[config.mk]
export PLATFORM = sky130hd
export DESIGN_NAME = trq_queue
export DESIGN_NICKNAME = d
export VERILOG_FILES = /design/src/sv/trq_pkg.sv /design/src/sv/trq_queue.sv
export SDC_FILE = /design/constraint.sdc
export NUM_CORES = 1
export LEC_CHECK = 0
export ABC_CLOCK_PERIOD_IN_PS = 15800
export BUFFER_PORTS_ARGS = -buffer_cell sky130_fd_sc_hd__buf_4
export CORE_MARGIN = 4
export CORE_UTILIZATION = 25
export CTS_CLUSTER_DIAMETER = 150
export DETAILED_ROUTE_END_ITERATION = 8
export PLACE_DENSITY = 0.47
export SETUP_SLACK_MARGIN = 0.15
export SYNTH_ARGS = -nofsm -noshare
export SYNTH_HDL_FRONTEND = slang
export SYNTH_SLANG_ARGS = --single-unit
[constraint.sdc]
create_clock -name clock -period 15.8 [get_ports clock]
set_input_delay 4.74 -clock clock [delete_from_list [all_inputs] [get_ports clock]]
set_output_delay 4.74 -clock clock [all_outputs]
set_load 0.02 [all_outputs]
[src/sv/trq_pkg.sv]
// ----------------------------------------------------------------------------
// Trace ring package
// Sizes, opcodes, state encodings and the structs passed between the
// front end, the command queue and the back end of the trace ring.
// ----------------------------------------------------------------------------
package trq_pkg;

   // ring and read sizing
   localparam int RING_DEPTH  = 8192;
   localparam int MAX_READ    = 64;
   localparam int PTR_W       = $clog2(RING_DEPTH);
   localparam int FILL_W      = $clog2(RING_DEPTH + 1);
   localparam int LEN_W       = $clog2(MAX_READ + 1);

   // field widths
   localparam int SEQ_W       = 64;
   localparam int BYTE_W      = 8;
   localparam int OP_W        = 2;
   localparam int LIMIT_W     = 7;

   // read command queue
   localparam int QUEUE_DEPTH = 2;
   localparam int QPTR_W      = $clog2(QUEUE_DEPTH);
   localparam int QCNT_W      = $clog2(QUEUE_DEPTH + 1);

   typedef enum logic [OP_W-1:0] {
      OP_WRITE = 2'd0,
      OP_READ  = 2'd1,
      OP_CLEAR = 2'd2
   } trq_op_type;

   typedef enum logic [2:0] {
      F_IDLE,
      F_OLDEST,
      F_CLAMP,
      F_COUNT,
      F_ISSUE
   } trq_front_state_type;

   typedef enum logic {
      B_IDLE,
      B_RUN
   } trq_back_state_type;

   // one read, fully resolved by the front end
   typedef struct packed {
      logic [SEQ_W-1:0] start_seq;
      logic [SEQ_W-1:0] resume_seq;
      logic [SEQ_W-1:0] head_seq;
      logic             dropped;
      logic [PTR_W-1:0] pos;
      logic [LEN_W-1:0] count;
   } trq_cmd_type;

   // one result beat
   typedef struct packed {
      logic [BYTE_W-1:0] byte_value;
      logic              byte_valid;
      logic [SEQ_W-1:0]  start_seq;
      logic [SEQ_W-1:0]  resume_seq;
      logic [SEQ_W-1:0]  head_seq;
      logic              dropped;
      logic              last;
   } trq_result_type;

   // read-side activity seen by the front end
   typedef struct packed {
      logic queue_empty;
      logic back_idle;
   } trq_status_type;

endpackage

[src/sv/trq_queue.sv]
// ----------------------------------------------------------------------------
// Trace ring command queue
// Short FIFO of resolved read commands between the front and back ends.
// ----------------------------------------------------------------------------
module trq_queue import trq_pkg::*; (
   input  logic        clock,
   input  logic        reset,
   input  logic        push,
   input  trq_cmd_type push_data,
   output logic        full,
   input  logic        pop,
   output trq_cmd_type pop_data,
   output logic        empty
);

   trq_cmd_type       entry_ff [QUEUE_DEPTH];
   logic [QPTR_W-1:0] wr_ptr_ff, wr_ptr_in;
   logic [QPTR_W-1:0] rd_ptr_ff, rd_ptr_in;
   logic [QCNT_W-1:0] count_ff, count_in;

   assign full     = (count_ff == QCNT_W'(QUEUE_DEPTH));
   assign empty    = (count_ff == '0);
   assign pop_data = entry_ff[rd_ptr_ff];

   // pointer and count update
   always_comb begin
      wr_ptr_in = wr_ptr_ff;
      rd_ptr_in = rd_ptr_ff;
      count_in  = count_ff;
      if (push) begin
         wr_ptr_in = (wr_ptr_ff == QPTR_W'(QUEUE_DEPTH - 1)) ? '0 : wr_ptr_ff + QPTR_W'(1);
      end
      if (pop) begin
         rd_ptr_in = (rd_ptr_ff == QPTR_W'(QUEUE_DEPTH - 1)) ? '0 : rd_ptr_ff + QPTR_W'(1);
      end
      priority if (push && !pop) begin
         count_in = count_ff + QCNT_W'(1);
      end else if (pop && !push) begin
         count_in = count_ff - QCNT_W'(1);
      end else begin
         count_in = count_ff;
      end
   end

   always_ff @(posedge clock) begin
      if (reset) begin
         wr_ptr_ff <= '0;
         rd_ptr_ff <= '0;
         count_ff  <= '0;
      end else begin
         wr_ptr_ff <= wr_ptr_in;
         rd_ptr_ff <= rd_ptr_in;
         count_ff  <= count_in;
      end
   end

   // storage
   always_ff @(posedge clock) begin
      if (push) begin
         entry_ff[wr_ptr_ff] <= push_data;
      end
   end

endmodule

==> qor.txt <==
Total power -> 0.00286 W
Number of unique standard cell types used by synthesis -> 16
Cell area reported after detailed placement -> 20400 um^2
Worst path required time -> 11.06 ns
Hold crit path type -> flip-flop to flip-flop
Initial antenna violation count -> 2
Worst vdd ir -> 0.0820 mV
Core Rows -> 93
Drt first pass iters -> 4
P per Cell Area -> 130 nW/um^2
CTS Hold Buffers Added -> 0
Clock-pin slew on the worst setup and hold paths -> 0.06 ns
Via/cell ratio -> 3.92
Clk_skew -> 0.00877 ns
Tcrit/Tclk final -> 53.5%
Arrival time worst endpoint -> 3.72 ns
Total core area -> 64500 um^2
Initial core utilization -> 25.3%
Antenna viol nets, final -> 0
Post-cts gate resize count -> 0
GRT Total Usage -> 10.8%
Port Buffers -> 431
Slowest cell on crit path -> dfxtp_4
Register area -> 12900 um^2
Worst slew margin -> 34.8%
Worst-Skew Late Latency -> 0.56 ns
Cells after Synth -> 685
Post-CTS Setup Inserts -> 0
Final Non-Filler Cells -> 2052
Final wirelength -> 39300 um
Placer's final routability congestion estimate -> 0.727
Crit path time final -> 8.46 ns
CP top delay family -> buffers and inverters
CTS tree -> done
Vias -> 8043
Crit start category -> flip-flop
Design area -> 22000 um^2
1st-iter DRT viols -> 396
Most frequent cell on the critical path -> buf_4
Synthesized flop and latch total -> 431
Area grow syn2layout -> 35.2%
Synth Cell Area -> 16300 um^2
Slew Viols, Final -> 0
Crit-path cells -> buf_4 -> buf_4 -> mux2_4 -> buf_4
CTS Buffer Depth -> 3
Final hold violations -> 0
Dpl cells -> 1958
Post-synth net total -> 903
Die Wd -> 263 um
CTS H-tree depth -> 2
Global-route wire length before repair -> 56900 um
Final nets -> 1373
Setup TNS -> 0 ns
Maxcap violations -> 0
Share of cells above drive strength 1 -> 61.3%
CP Capture Type -> primary output
Max Fanout on Critical Path -> 47
Vias in the first global route -> 8654
CTS buffer count -> 50
Clock sinks -> 431
P_leak -> 8.42 nW
Area of the multi-input gates -> 3150 um^2
# setup viols final -> 0
Root Buffer -> clkbuf_16
Unrepaired setup endpoints after global routing -> false
DRC -> 0
I/O pin cnt -> 432
Crit path buf inv count -> 3
Post-DP HPWL -> 26600 um
Setup CP Type -> flip-flop to primary output
Mapped Avg Cell Area -> 23.8 um^2
Max Freq -> 0.118 GHz
Fill cell count -> 6219
Seq/Total Area, Yosys -> 79.2%
Die area -> 69300 um^2
DIE HEIGHT -> 263 um
Wirelength per Cell -> 19.1 um
Synth Warn # -> 0
GR Overflow Total -> 0
Worst path max stage delay -> 0.90 ns
Slew @ Worst Pin -> 0.979 ns
Status -> completed
Pin count of the biggest net entering global routing -> 66
-- placed cells by master (no fill, tap or decap) --
| master | instances |
|---|---|
| dfxtp_1 | 4 |
| inv_8 | 1 |
| xor2_1 | 2 |
| buf_4 | 442 |
| mux2_2 | 43 |
| clkbuf_1 | 9 |
| dfxtp_4 | 1 |
| ha_1 | 1 |
| a21oi_1 | 1 |
| mux2_4 | 170 |
| nor2_1 | 5 |
| bufinv_16 | 2 |
| xnor2_1 | 2 |
| clkinv_1 | 9 |
| clkinvlp_4 | 5 |
| edfxtp_1 | 426 |
| diode_2 | 2 |
| and2_4 | 1 |
| clkbuf_16 | 53 |
| or3_1 | 1 |
| nor2b_1 | 1 |
| nor2b_4 | 1 |
| clkinv_2 | 13 |
| inv_1 | 1 |
| o21ai_0 | 1 |
-- worst reg2reg max path, stage by stage (launching register included) --
cell and delay (ns):
dfxtp_1 0.41, and2_4 0.65, buf_4 0.78, buf_4 0.80
-- final cells by class --
cell class / instances / share of cell area (%)
clock buffers: 62 / 6.18
multi-input cells: 229 / 14.3
diodes: 2 / 0.0227
well taps: 855 / 4.86
repair buffers: 442 / 15.1
clock inverters: 30 / 0.944
inverters: 1 / 0.0171
flip-flops and latches: 431 / 58.6
-- final timing paths --
kind                            startpoint                          to  slack (ns)  cells after the start
setup / recovery                 flip-flop                pop_data[91]        7.34                      4
hold / removal    count_ff[1]$_SDFFE_PP0P_    count_ff[1]$_SDFFE_PP0P_        0.50                      2
setup reg to reg    wr_ptr_ff$_SDFFE_PP0P_  entry_ff[1][115]$_DFFE_PP_       12.72                      3
hold reg to reg   count_ff[1]$_SDFFE_PP0P_    count_ff[1]$_SDFFE_PP0P_        0.50                      2
-- report_power, final --
part | switching [W] | total (W) | internal (W)
Clock | 0.000450 | 0.00109 | 0.000642
Sequential | 0.0000223 | 0.00136 | 0.00134
Combinational | 0.000208 | 0.000408 | 0.000201
Total | 0.000680 | 0.00286 | 0.00218
-- metrics by stage --
| step | hold slack, ns | setup slack, ns | util, % |
|---|---|---|---|
| CTS | 0.512 | 7.20 | 34.1 |
| detailed placement | 0.501 | 7.84 | 31.7 |
| finish | 0.502 | 7.34 | 34.1 |
| global placement | 0.482 | 7.84 | 31.7 |
| floorplan | 0.461 | 1.07 | - |
| global route | 0.561 | 7.11 | 34.1 |
-- cell families after synthesis --
logic type | synth area share [%]
compound gates | 0.0614
xor+xnor | 0.215
fa+ha+maj | 0.0768
buf+inv | 1.53
flops | 79.2
mux | 18.7
simple gates | 0.269
-- sequential cells by signal, summed over array words and instances, names as in the netlist, named ones only --
register   cells
count_ff       2
entry_ff     426
rd_ptr_ff      1
wr_ptr_ff      1
-- synth_stat cells --
library cell	instances	area, um^2
nor2b_1	2	12.5
inv_1	1	3.75
o21ai_0	1	5.00
a21oi_1	1	5.00
or3_1	1	6.26
xor2_1	2	17.5
buf_2	4	20.0
dfxtp_1	5	100
buf_6	20	225
and2_1	1	6.26
xnor2_1	2	17.5
edfxtp_1	426	12800
mux2_4	170	2550
ha_1	1	12.5
mux2_2	43	484
nor2_1	5	18.8
-- layer usage --
layer  track usage, %  wire length, um  up-vias
li1                 -                -     3672
met1             12.0            14600     4055
met2             19.1            20500      248
met3             3.80             2960       68
met4             4.03             1190        0
met5                0                0        -
(Power assumes the default switching activity.)
