--- src/sv/trq_pkg.sv ---
// ----------------------------------------------------------------------------
// Trace ring package
// Sizes, opcodes, state encodings and the structs passed between the
// front end, the command queue and the back end of the trace ring.
// ----------------------------------------------------------------------------
package trq_pkg;

   // ring and read sizing
   localparam int RING_DEPTH  = 8192;
   localparam int MAX_READ    = 64;
   localparam int PTR_W       = $clog2(RING_DEPTH);
   localparam int FILL_W      = $clog2(RING_DEPTH + 1);
   localparam int LEN_W       = $clog2(MAX_READ + 1);

   // field widths
   localparam int SEQ_W       = 64;
   localparam int BYTE_W      = 8;
   localparam int OP_W        = 2;
   localparam int LIMIT_W     = 7;

   // read command queue
   localparam int QUEUE_DEPTH = 2;
   localparam int QPTR_W      = $clog2(QUEUE_DEPTH);
   localparam int QCNT_W      = $clog2(QUEUE_DEPTH + 1);

   typedef enum logic [OP_W-1:0] {
      OP_WRITE = 2'd0,
      OP_READ  = 2'd1,
      OP_CLEAR = 2'd2
   } trq_op_type;

   typedef enum logic [2:0] {
      F_IDLE,
      F_OLDEST,
      F_CLAMP,
      F_COUNT,
      F_ISSUE
   } trq_front_state_type;

   typedef enum logic {
      B_IDLE,
      B_RUN
   } trq_back_state_type;

   // one read, fully resolved by the front end
   typedef struct packed {
      logic [SEQ_W-1:0] start_seq;
      logic [SEQ_W-1:0] resume_seq;
      logic [SEQ_W-1:0] head_seq;
      logic             dropped;
      logic [PTR_W-1:0] pos;
      logic [LEN_W-1:0] count;
   } trq_cmd_type;

   // one result beat
   typedef struct packed {
      logic [BYTE_W-1:0] byte_value;
      logic              byte_valid;
      logic [SEQ_W-1:0]  start_seq;
      logic [SEQ_W-1:0]  resume_seq;
      logic [SEQ_W-1:0]  head_seq;
      logic              dropped;
      logic              last;
   } trq_result_type;

   // read-side activity seen by the front end
   typedef struct packed {
      logic queue_empty;
      logic back_idle;
   } trq_status_type;

endpackage

--- src/sv/trq_rsp_if.sv ---
// ----------------------------------------------------------------------------
// Trace ring response channel
// Valid/ready channel carrying one result item per beat.
// ----------------------------------------------------------------------------
interface trq_rsp_if import trq_pkg::*; ();
   logic               valid;
   logic               ready;
   logic [BYTE_W-1:0]  byte_value;
   logic               byte_valid;
   logic [SEQ_W-1:0]   start_seq;
   logic [SEQ_W-1:0]   resume_seq;
   logic [SEQ_W-1:0]   head_seq;
   logic               dropped;
   logic               last;

   modport source (output valid, byte_value, byte_valid, start_seq, resume_seq, head_seq,
                   dropped, last, input ready);
   modport sink   (input valid, byte_value, byte_valid, start_seq, resume_seq, head_seq,
                   dropped, last, output ready);
endinterface

--- src/sv/trq_back.sv ---
// ----------------------------------------------------------------------------
// Trace ring back end
// Pops resolved reads, walks the ring through the RAM read port at one byte
// per cycle while its two-entry output stage has room, and buffers result beats there.
// ----------------------------------------------------------------------------
module trq_back import trq_pkg::*; (
   input  logic              clock,
   input  logic              reset,
   input  logic              cmd_empty,
   input  trq_cmd_type       cmd_data,
   output logic              cmd_pop,
   output logic              ram_re,
   output logic [PTR_W-1:0]  ram_raddr,
   input  logic [BYTE_W-1:0] ram_rdata,
   trq_rsp_if.source         rsp_bus,
   output logic              back_idle
);

   trq_back_state_type state_ff, state_in;

   trq_cmd_type       cur_ff, cur_in;
   logic [PTR_W-1:0]  addr_ff, addr_in;
   logic [LEN_W-1:0]  remain_ff, remain_in;
   logic              has_byte_ff, has_byte_in;

   // one beat in flight through the RAM read
   logic              fly_valid_ff, fly_valid_in;
   trq_result_type    fly_ff, fly_in;

   // output stage: slot0 drives the channel, slot1 is the skid entry
   trq_result_type    slot0_ff, slot0_in;
   trq_result_type    slot1_ff, slot1_in;
   logic [1:0]        occ_ff, occ_in;

   logic              push, pop, issue_ok;
   trq_result_type    push_data;
   logic [2:0]        level;

   assign pop      = (occ_ff != 2'd0) && rsp_bus.ready;
   assign push     = fly_valid_ff;
   assign level    = 3'(occ_ff) + 3'(fly_valid_ff) - 3'(pop);
   assign issue_ok = (level <= 3'd1);

   always_comb begin
      push_data            = fly_ff;
      push_data.byte_value = fly_ff.byte_valid ? ram_rdata : '0;
   end

   // read sequencer
   always_comb begin
      state_in     = state_ff;
      cur_in       = cur_ff;
      addr_in      = addr_ff;
      remain_in    = remain_ff;
      has_byte_in  = has_byte_ff;
      cmd_pop      = 1'b0;
      ram_re       = 1'b0;
      fly_valid_in = 1'b0;
      fly_in       = fly_ff;

      unique case (state_ff)
         B_IDLE: begin
            if (!cmd_empty) begin
               cmd_pop     = 1'b1;
               cur_in      = cmd_data;
               addr_in     = cmd_data.pos;
               has_byte_in = (cmd_data.count != '0);
               remain_in   = (cmd_data.count == '0) ? LEN_W'(1) : cmd_data.count;
               state_in    = B_RUN;
            end
         end
         B_RUN: begin
            if (issue_ok) begin
               ram_re            = has_byte_ff;
               fly_valid_in      = 1'b1;
               fly_in.byte_value = '0;
               fly_in.byte_valid = has_byte_ff;
               fly_in.start_seq  = cur_ff.start_seq;
               fly_in.resume_seq = cur_ff.resume_seq;
               fly_in.head_seq   = cur_ff.head_seq;
               fly_in.dropped    = cur_ff.dropped;
               fly_in.last       = (remain_ff == LEN_W'(1));
               addr_in   = (addr_ff == PTR_W'(RING_DEPTH - 1)) ? '0 : addr_ff + PTR_W'(1);
               remain_in = remain_ff - LEN_W'(1);
               if (remain_ff == LEN_W'(1)) begin
                  state_in = B_IDLE;
               end
            end
         end
         default: begin
            state_in = B_IDLE;
         end
      endcase
   end

   assign ram_raddr = addr_ff;

   // output stage update; credits keep a push off a full stage
   always_comb begin
      slot0_in = slot0_ff;
      slot1_in = slot1_ff;
      occ_in   = 2'(level);
      unique case (occ_ff)
         2'd0: begin
            if (push) begin
               slot0_in = push_data;
            end
         end
         2'd1: begin
            if (push && pop) begin
               slot0_in = push_data;
            end else if (push) begin
               slot1_in = push_data;
            end
         end
         2'd2: begin
            if (pop) begin
               slot0_in = slot1_ff;
            end
         end
         default: begin
            occ_in = 2'd0;
         end
      endcase
   end

   assign rsp_bus.valid      = (occ_ff != 2'd0);
   assign rsp_bus.byte_value = slot0_ff.byte_value;
   assign rsp_bus.byte_valid = slot0_ff.byte_valid;
   assign rsp_bus.start_seq  = slot0_ff.start_seq;
   assign rsp_bus.resume_seq = slot0_ff.resume_seq;
   assign rsp_bus.head_seq   = slot0_ff.head_seq;
   assign rsp_bus.dropped    = slot0_ff.dropped;
   assign rsp_bus.last       = slot0_ff.last;

   assign back_idle = (state_ff == B_IDLE) && !fly_valid_ff && (occ_ff == 2'd0);

   // control registers
   always_ff @(posedge clock) begin
      if (reset) begin
         state_ff     <= B_IDLE;
         fly_valid_ff <= 1'b0;
         occ_ff       <= 2'd0;
      end else begin
         state_ff     <= state_in;
         fly_valid_ff <= fly_valid_in;
         occ_ff       <= occ_in;
      end
   end

   // payload registers
   always_ff @(posedge clock) begin
      cur_ff      <= cur_in;
      addr_ff     <= addr_in;
      remain_ff   <= remain_in;
      has_byte_ff <= has_byte_in;
      fly_ff      <= fly_in;
      slot0_ff    <= slot0_in;
      slot1_ff    <= slot1_in;
   end

   // buffered plus in-flight beats never exceed the output stage
   a_credit_bound: assert property (@(posedge clock) disable iff (reset)
      (3'(occ_ff) + 3'(fly_valid_ff)) <= 3'd2)
      else $error("output stage overrun");

   // an empty-read beat is always the only, and so the last, beat of its read
   a_empty_is_last: assert property (@(posedge clock) disable iff (reset)
      (rsp_bus.valid && !rsp_bus.byte_valid) |-> (rsp_bus.last && (rsp_bus.byte_value == '0)))
      else $error("empty result not marked last");

endmodule

--- src/flat_wrapper.sv ---
// flat-port wrapper written by rule: the top's interface ports become plain ports
module trq_back_flat import trq_pkg::*;
  (clock, reset, cmd_empty, cmd_data, cmd_pop, ram_re, ram_raddr, ram_rdata, back_idle, rsp_bus_valid, rsp_bus_byte_value, rsp_bus_byte_valid, rsp_bus_start_seq, rsp_bus_resume_seq, rsp_bus_head_seq, rsp_bus_dropped, rsp_bus_last, rsp_bus_ready);
  trq_rsp_if rsp_bus_i ();
  input  logic clock;
  input  logic reset;
  input  logic cmd_empty;
  input  trq_cmd_type cmd_data;
  output logic cmd_pop;
  output logic ram_re;
  output logic [PTR_W-1:0] ram_raddr;
  input  logic [BYTE_W-1:0] ram_rdata;
  output logic back_idle;
  output wire logic [$bits(rsp_bus_i.valid)-1:0] rsp_bus_valid;
  output wire logic [$bits(rsp_bus_i.byte_value)-1:0] rsp_bus_byte_value;
  output wire logic [$bits(rsp_bus_i.byte_valid)-1:0] rsp_bus_byte_valid;
  output wire logic [$bits(rsp_bus_i.start_seq)-1:0] rsp_bus_start_seq;
  output wire logic [$bits(rsp_bus_i.resume_seq)-1:0] rsp_bus_resume_seq;
  output wire logic [$bits(rsp_bus_i.head_seq)-1:0] rsp_bus_head_seq;
  output wire logic [$bits(rsp_bus_i.dropped)-1:0] rsp_bus_dropped;
  output wire logic [$bits(rsp_bus_i.last)-1:0] rsp_bus_last;
  input wire logic [$bits(rsp_bus_i.ready)-1:0] rsp_bus_ready;
  assign rsp_bus_valid = rsp_bus_i.valid;
  assign rsp_bus_byte_value = rsp_bus_i.byte_value;
  assign rsp_bus_byte_valid = rsp_bus_i.byte_valid;
  assign rsp_bus_start_seq = rsp_bus_i.start_seq;
  assign rsp_bus_resume_seq = rsp_bus_i.resume_seq;
  assign rsp_bus_head_seq = rsp_bus_i.head_seq;
  assign rsp_bus_dropped = rsp_bus_i.dropped;
  assign rsp_bus_last = rsp_bus_i.last;
  assign rsp_bus_i.ready = rsp_bus_ready;
  trq_back u_core (.clock(clock), .reset(reset), .cmd_empty(cmd_empty), .cmd_data(cmd_data), .cmd_pop(cmd_pop), .ram_re(ram_re), .ram_raddr(ram_raddr), .ram_rdata(ram_rdata), .rsp_bus(rsp_bus_i), .back_idle(back_idle));
endmodule
--- config.mk ---
export PLATFORM = sky130hd
export DESIGN_NAME = trq_back_flat
export DESIGN_NICKNAME = d
export VERILOG_FILES = /design/src/sv/trq_pkg.sv /design/src/sv/trq_rsp_if.sv /design/src/sv/trq_back.sv /design/src/flat_wrapper.sv
export SDC_FILE = /design/constraint.sdc
export NUM_CORES = 1
export LEC_CHECK = 0
export ABC_AREA = 1
export BUFFER_PORTS_ARGS = -buffer_cell sky130_fd_sc_hd__buf_2
export CAP_MARGIN = 0
export CORE_MARGIN = 5
export CORE_UTILIZATION = 45
export DETAILED_ROUTE_END_ITERATION = 8
export PLACE_DENSITY = 0.74
export SLEW_MARGIN = 20
export SYNTH_ARGS = -nofsm -noshare
export SYNTH_HDL_FRONTEND = slang
export SYNTH_SLANG_ARGS = --single-unit
--- constraint.sdc ---
create_clock -name clock -period 38.4 [get_ports clock]
set_clock_uncertainty 0.05 [all_clocks]
set_input_delay 5.76 -clock clock [delete_from_list [all_inputs] [get_ports clock]]
set_output_delay 5.76 -clock clock [all_outputs]
set_load 0.03 [all_outputs]
==> qor.txt <==
Overflow after GRT = 0
Number of synthesized register bits = 819
Highest net fanout along the worst path = 3
Post-detailed-route wirelength per cell = 20.7 um
Routed vias = 13000
Clock-pin slew on the worst setup and hold paths = 60 ps
Number of buffers added by the clock tree synthesis step = 82
Clock power frac = 30.0%
Number of max-slew violations in the final report = 0
I/O pin cnt = 445
Slew at the pin with the worst max-slew slack = 1060 ps
Avg Synthesized Cell Area = 23.0 um^2
Commonest non-fill, non-tap cells in the layout = 815 x edfxtp_1, 444 x buf_2, 174 x mux2_4, 83 x clkbuf_16, 68 x nand2_1
Number of antenna-violating nets in the routed design = 0
Cell area after synthesis = 0.0287 mm^2
Effective utilization at floorplan = 45.4%
Root Buffer = clkbuf_16
Logic pwr share = 21.8%
Final setup fails = 0
Layout cells sized above 1 = 42.3%
Depth of the most critical reg-to-reg path = 8
PortBufs = 444
Share of the yosys chip area belonging to registers = 85.5%
Worst setup path startpoint = rsp_bus_ready
Unique cell type count in the Yosys netlist = 31
Net switching power = 0.800 mW
Setup slack, reg-to-reg = 33630 ps
Final RePlAce weighted congestion = 0.878
Quantity of gates resized following cts = 0
Number of hold buffers added after CTS = 0
Biggest area contributors in the synthesized netlist = edfxtp_1 85%, mux2_4 9.1%, nand2_1 0.89%, mux2_2 0.82%, buf_8 0.58%
Instance count on the critical path = 11
# Max-Cap Violations = 0
Sequential fraction of design power = 48.2%
Growth of design area from synthesis to finish = 20.5%
Core Box Area = 0.0632 mm^2
Data required, critical path = 32590 ps
Wire length reported by the detailed router = 55.7 mm
CP Data Arrival Time = 7970 ps
Slew margin rel. = 29.4%
Pre-antenna DRT Iters = 5
Peak Freq = 0.0725 GHz
Commonest non-fill, non-tap cell in the layout = edfxtp_1
Floorplan die height = 263 um
Via count of the first global-routing pass = 13800
Maximum level of the CTS H-tree = 3
Largest net degree at the start of global routing = 134
Number of stages on the worst hold path = 0
Power density over the cells = 77.1 mW/mm^2
Final Hold Violating Endpoints = 0
IR Drop Worst-Case VDD = 93.4 uV
Number of antenna violations at the first check in global routing = 10
Synthesis warning total = 0
Global-route wire length before repair = 83.6 mm
Mapped Cells = 1251
Critical Path Sink Type = output port
Clock net sink count = 819
Class of the worst hold path = reg2reg
Static power due to leakage = 13.1 nW
Worst Setup Start Kind = input port
Critical path class = in2out
Finished Layout Cells = 2686
DRC violation total after the first TritonRoute iteration = 1059
RSZ-0062 raised after global routing = false
Buffers plus inverters on the worst setup path = 5
Instance area after placement = 0.0319 mm^2
# Post-CTS Setup Buffers = 0
Number of buffers on the longest clock path = 3
Number of standard-cell rows in the floorplan = 92
Placed Instances = 2528
Worst path cell trace = buf_2, inv_1, nor2_1, ha_1, inv_1, ha_1, fa_1, nor4_4, inv_1, nor2_1, buf_2
GRT Total Usage = 15.5%
Fin crit share = 35.9%
Internal power = 1.87 mW
Remaining routing DRC violations = 0
Cell repeated most along the worst path = inv_1
Outcome = finished, final reports clean
DP Wirelength = 35.0 mm
Endpoint of the worst register-to-register path = u_core.rsp_bus.start_seq[63]
TritonCTS clock tree = done
Switching Share = 30.0%
Slowest library cell on the worst path = fa_1
Most area-hungry cell type in the Yosys netlist = edfxtp_1
Number of nets in the finished design = 1998
Capturing instance or port of the critical path = ram_re
Setup Total Neg Slack = 0 ps
Period minus WS final = 13780 ps
Post-synth net total = 1483
Kind of cell adding the most delay to the critical path = adder cells
Fraction of post-synthesis cell area in the top cell type by area = 85.2%
Number of vias per cell = 4.85
Die outline width = 263 um
Area of the die = 0.0690 mm^2
Crit Reg-Reg Startpoint = u_core.occ_ff[1]
Total chip power = 2.67 mW
Delay of the slowest cell on the worst path = 530 ps
Finished Cell Area = 0.0346 mm^2
Clk_lat worst skew = 620 ps
power groups by stage:
stage | clock (mW) | combinational (mW) | sequential (mW)
after floorplan | 0 | 0.233 | 1.56
after global placement | 0 | 0.581 | 1.30
after detailed placement | 0 | 0.591 | 1.31
after CTS | 0.822 | 0.593 | 1.29
after global routing | 0.861 | 0.612 | 1.30
final | 0.799 | 0.582 | 1.29
metal layers:
layer | vias to the layer above | part of all wire, % | global-route usage, % | wire length (um)
met5 | - | 0.11 | 0 | 61
met4 | 8 | 2.4 | 4.61 | 1320
met3 | 100 | 7.2 | 4.64 | 4030
met2 | 498 | 50 | 26.2 | 28000
met1 | 6512 | 40 | 19.7 | 22300
li1 | 5907 | - | - | -
area by class of cell:
class,instances,area [um^2]
antenna,5,12.5
clock buffer,103,2170
clock inverter,50,557
fill,4714,28600
inverter,33,124
multi-input combinational,370,3770
sequential,819,24600
tap,846,1060
timing repair buffer,460,2350
synth_stat cells:
library cell  instances
nand2_1              68
a221oi_1              1
nor4_1                1
nand3b_1              2
buf_4                 2
buf_1                 1
inv_1                31
edfxtp_1            815
o21ai_0              10
clkbuf_1              2
buf_6                 9
inv_2                 2
xor2_1                2
nand3_1              15
o21bai_1              3
nor3b_1               1
a31oi_1               2
mux2_4              174
nand4_1               6
buf_2                 4
nor4_4                1
mux2_2               21
xnor2_1               5
a21oi_1               9
buf_8                11
fa_1                  1
nand2_4               1
ha_1                  6
dfxtp_1               4
nor3_1                1
nor2_1               40
worst reg2reg max path: cells and delay by family, from the launching register on:
kind / cells / cell delay, ps
adder cells (fa/ha/maj): 1 / 220
buffers and inverters: 3 / 2670
flip-flops: 1 / 630
AND/OR/NAND/NOR: 2 / 420
AO/OA/AOI/OAI: 2 / 360
kinds of logic after synthesis:
family          Yosys count  share of synthesized area [%]
mux                     195                           9.92
fa+ha+maj                 7                          0.331
compound gates           25                          0.484
flops                   819                           85.5
buf+inv                  62                           1.52
simple gates            136                           2.03
xor+xnor                  7                          0.213
state kept, by name (all words and copies together), names as in the netlist:
signal                     flops
u_core.ram_raddr              13
u_core.occ_ff                  2
u_core.cur_ff                193
u_core.fly_valid_ff            1
u_core.rsp_bus.start_seq      64
u_core.has_byte_ff             1
u_core.rsp_bus.resume_seq     64
u_core.slot1_ff              203
u_core.state_ff                1
u_core.rsp_bus.dropped         1
u_core.rsp_bus.head_seq       64
u_core.rsp_bus.last            1
u_core.fly_ff                195
u_core.rsp_bus.byte_value      8
u_core.remain_ff               7
u_core.rsp_bus.byte_valid      1
how the worst min path moves through the flow:
stage	start	to	slack (ps)
floorplan	u_core.cur_ff[119]	u_core.fly_ff[100]	350
global placement	u_core.cur_ff[35]	u_core.fly_ff[16]	350
detailed placement	u_core.cur_ff[127]	u_core.fly_ff[108]	350
CTS	u_core.cur_ff[115]	u_core.fly_ff[96]	360
global route	u_core.cur_ff[197]	u_core.fly_ff[178]	360
finish	u_core.cur_ff[119]	u_core.fly_ff[100]	350
stage by stage:
step           util [%]  setup slack (ps)  hold slack (ps)
4_1_cts            54.7             24630              361
6_report           54.8             24620              353
2_1_floorplan         -             11890              350
3_5_place_dp       50.4             24650              355
5_1_grt            54.7             24510              360
3_3_place_gp       50.4             24700              350
(Power assumes the default switching activity.)
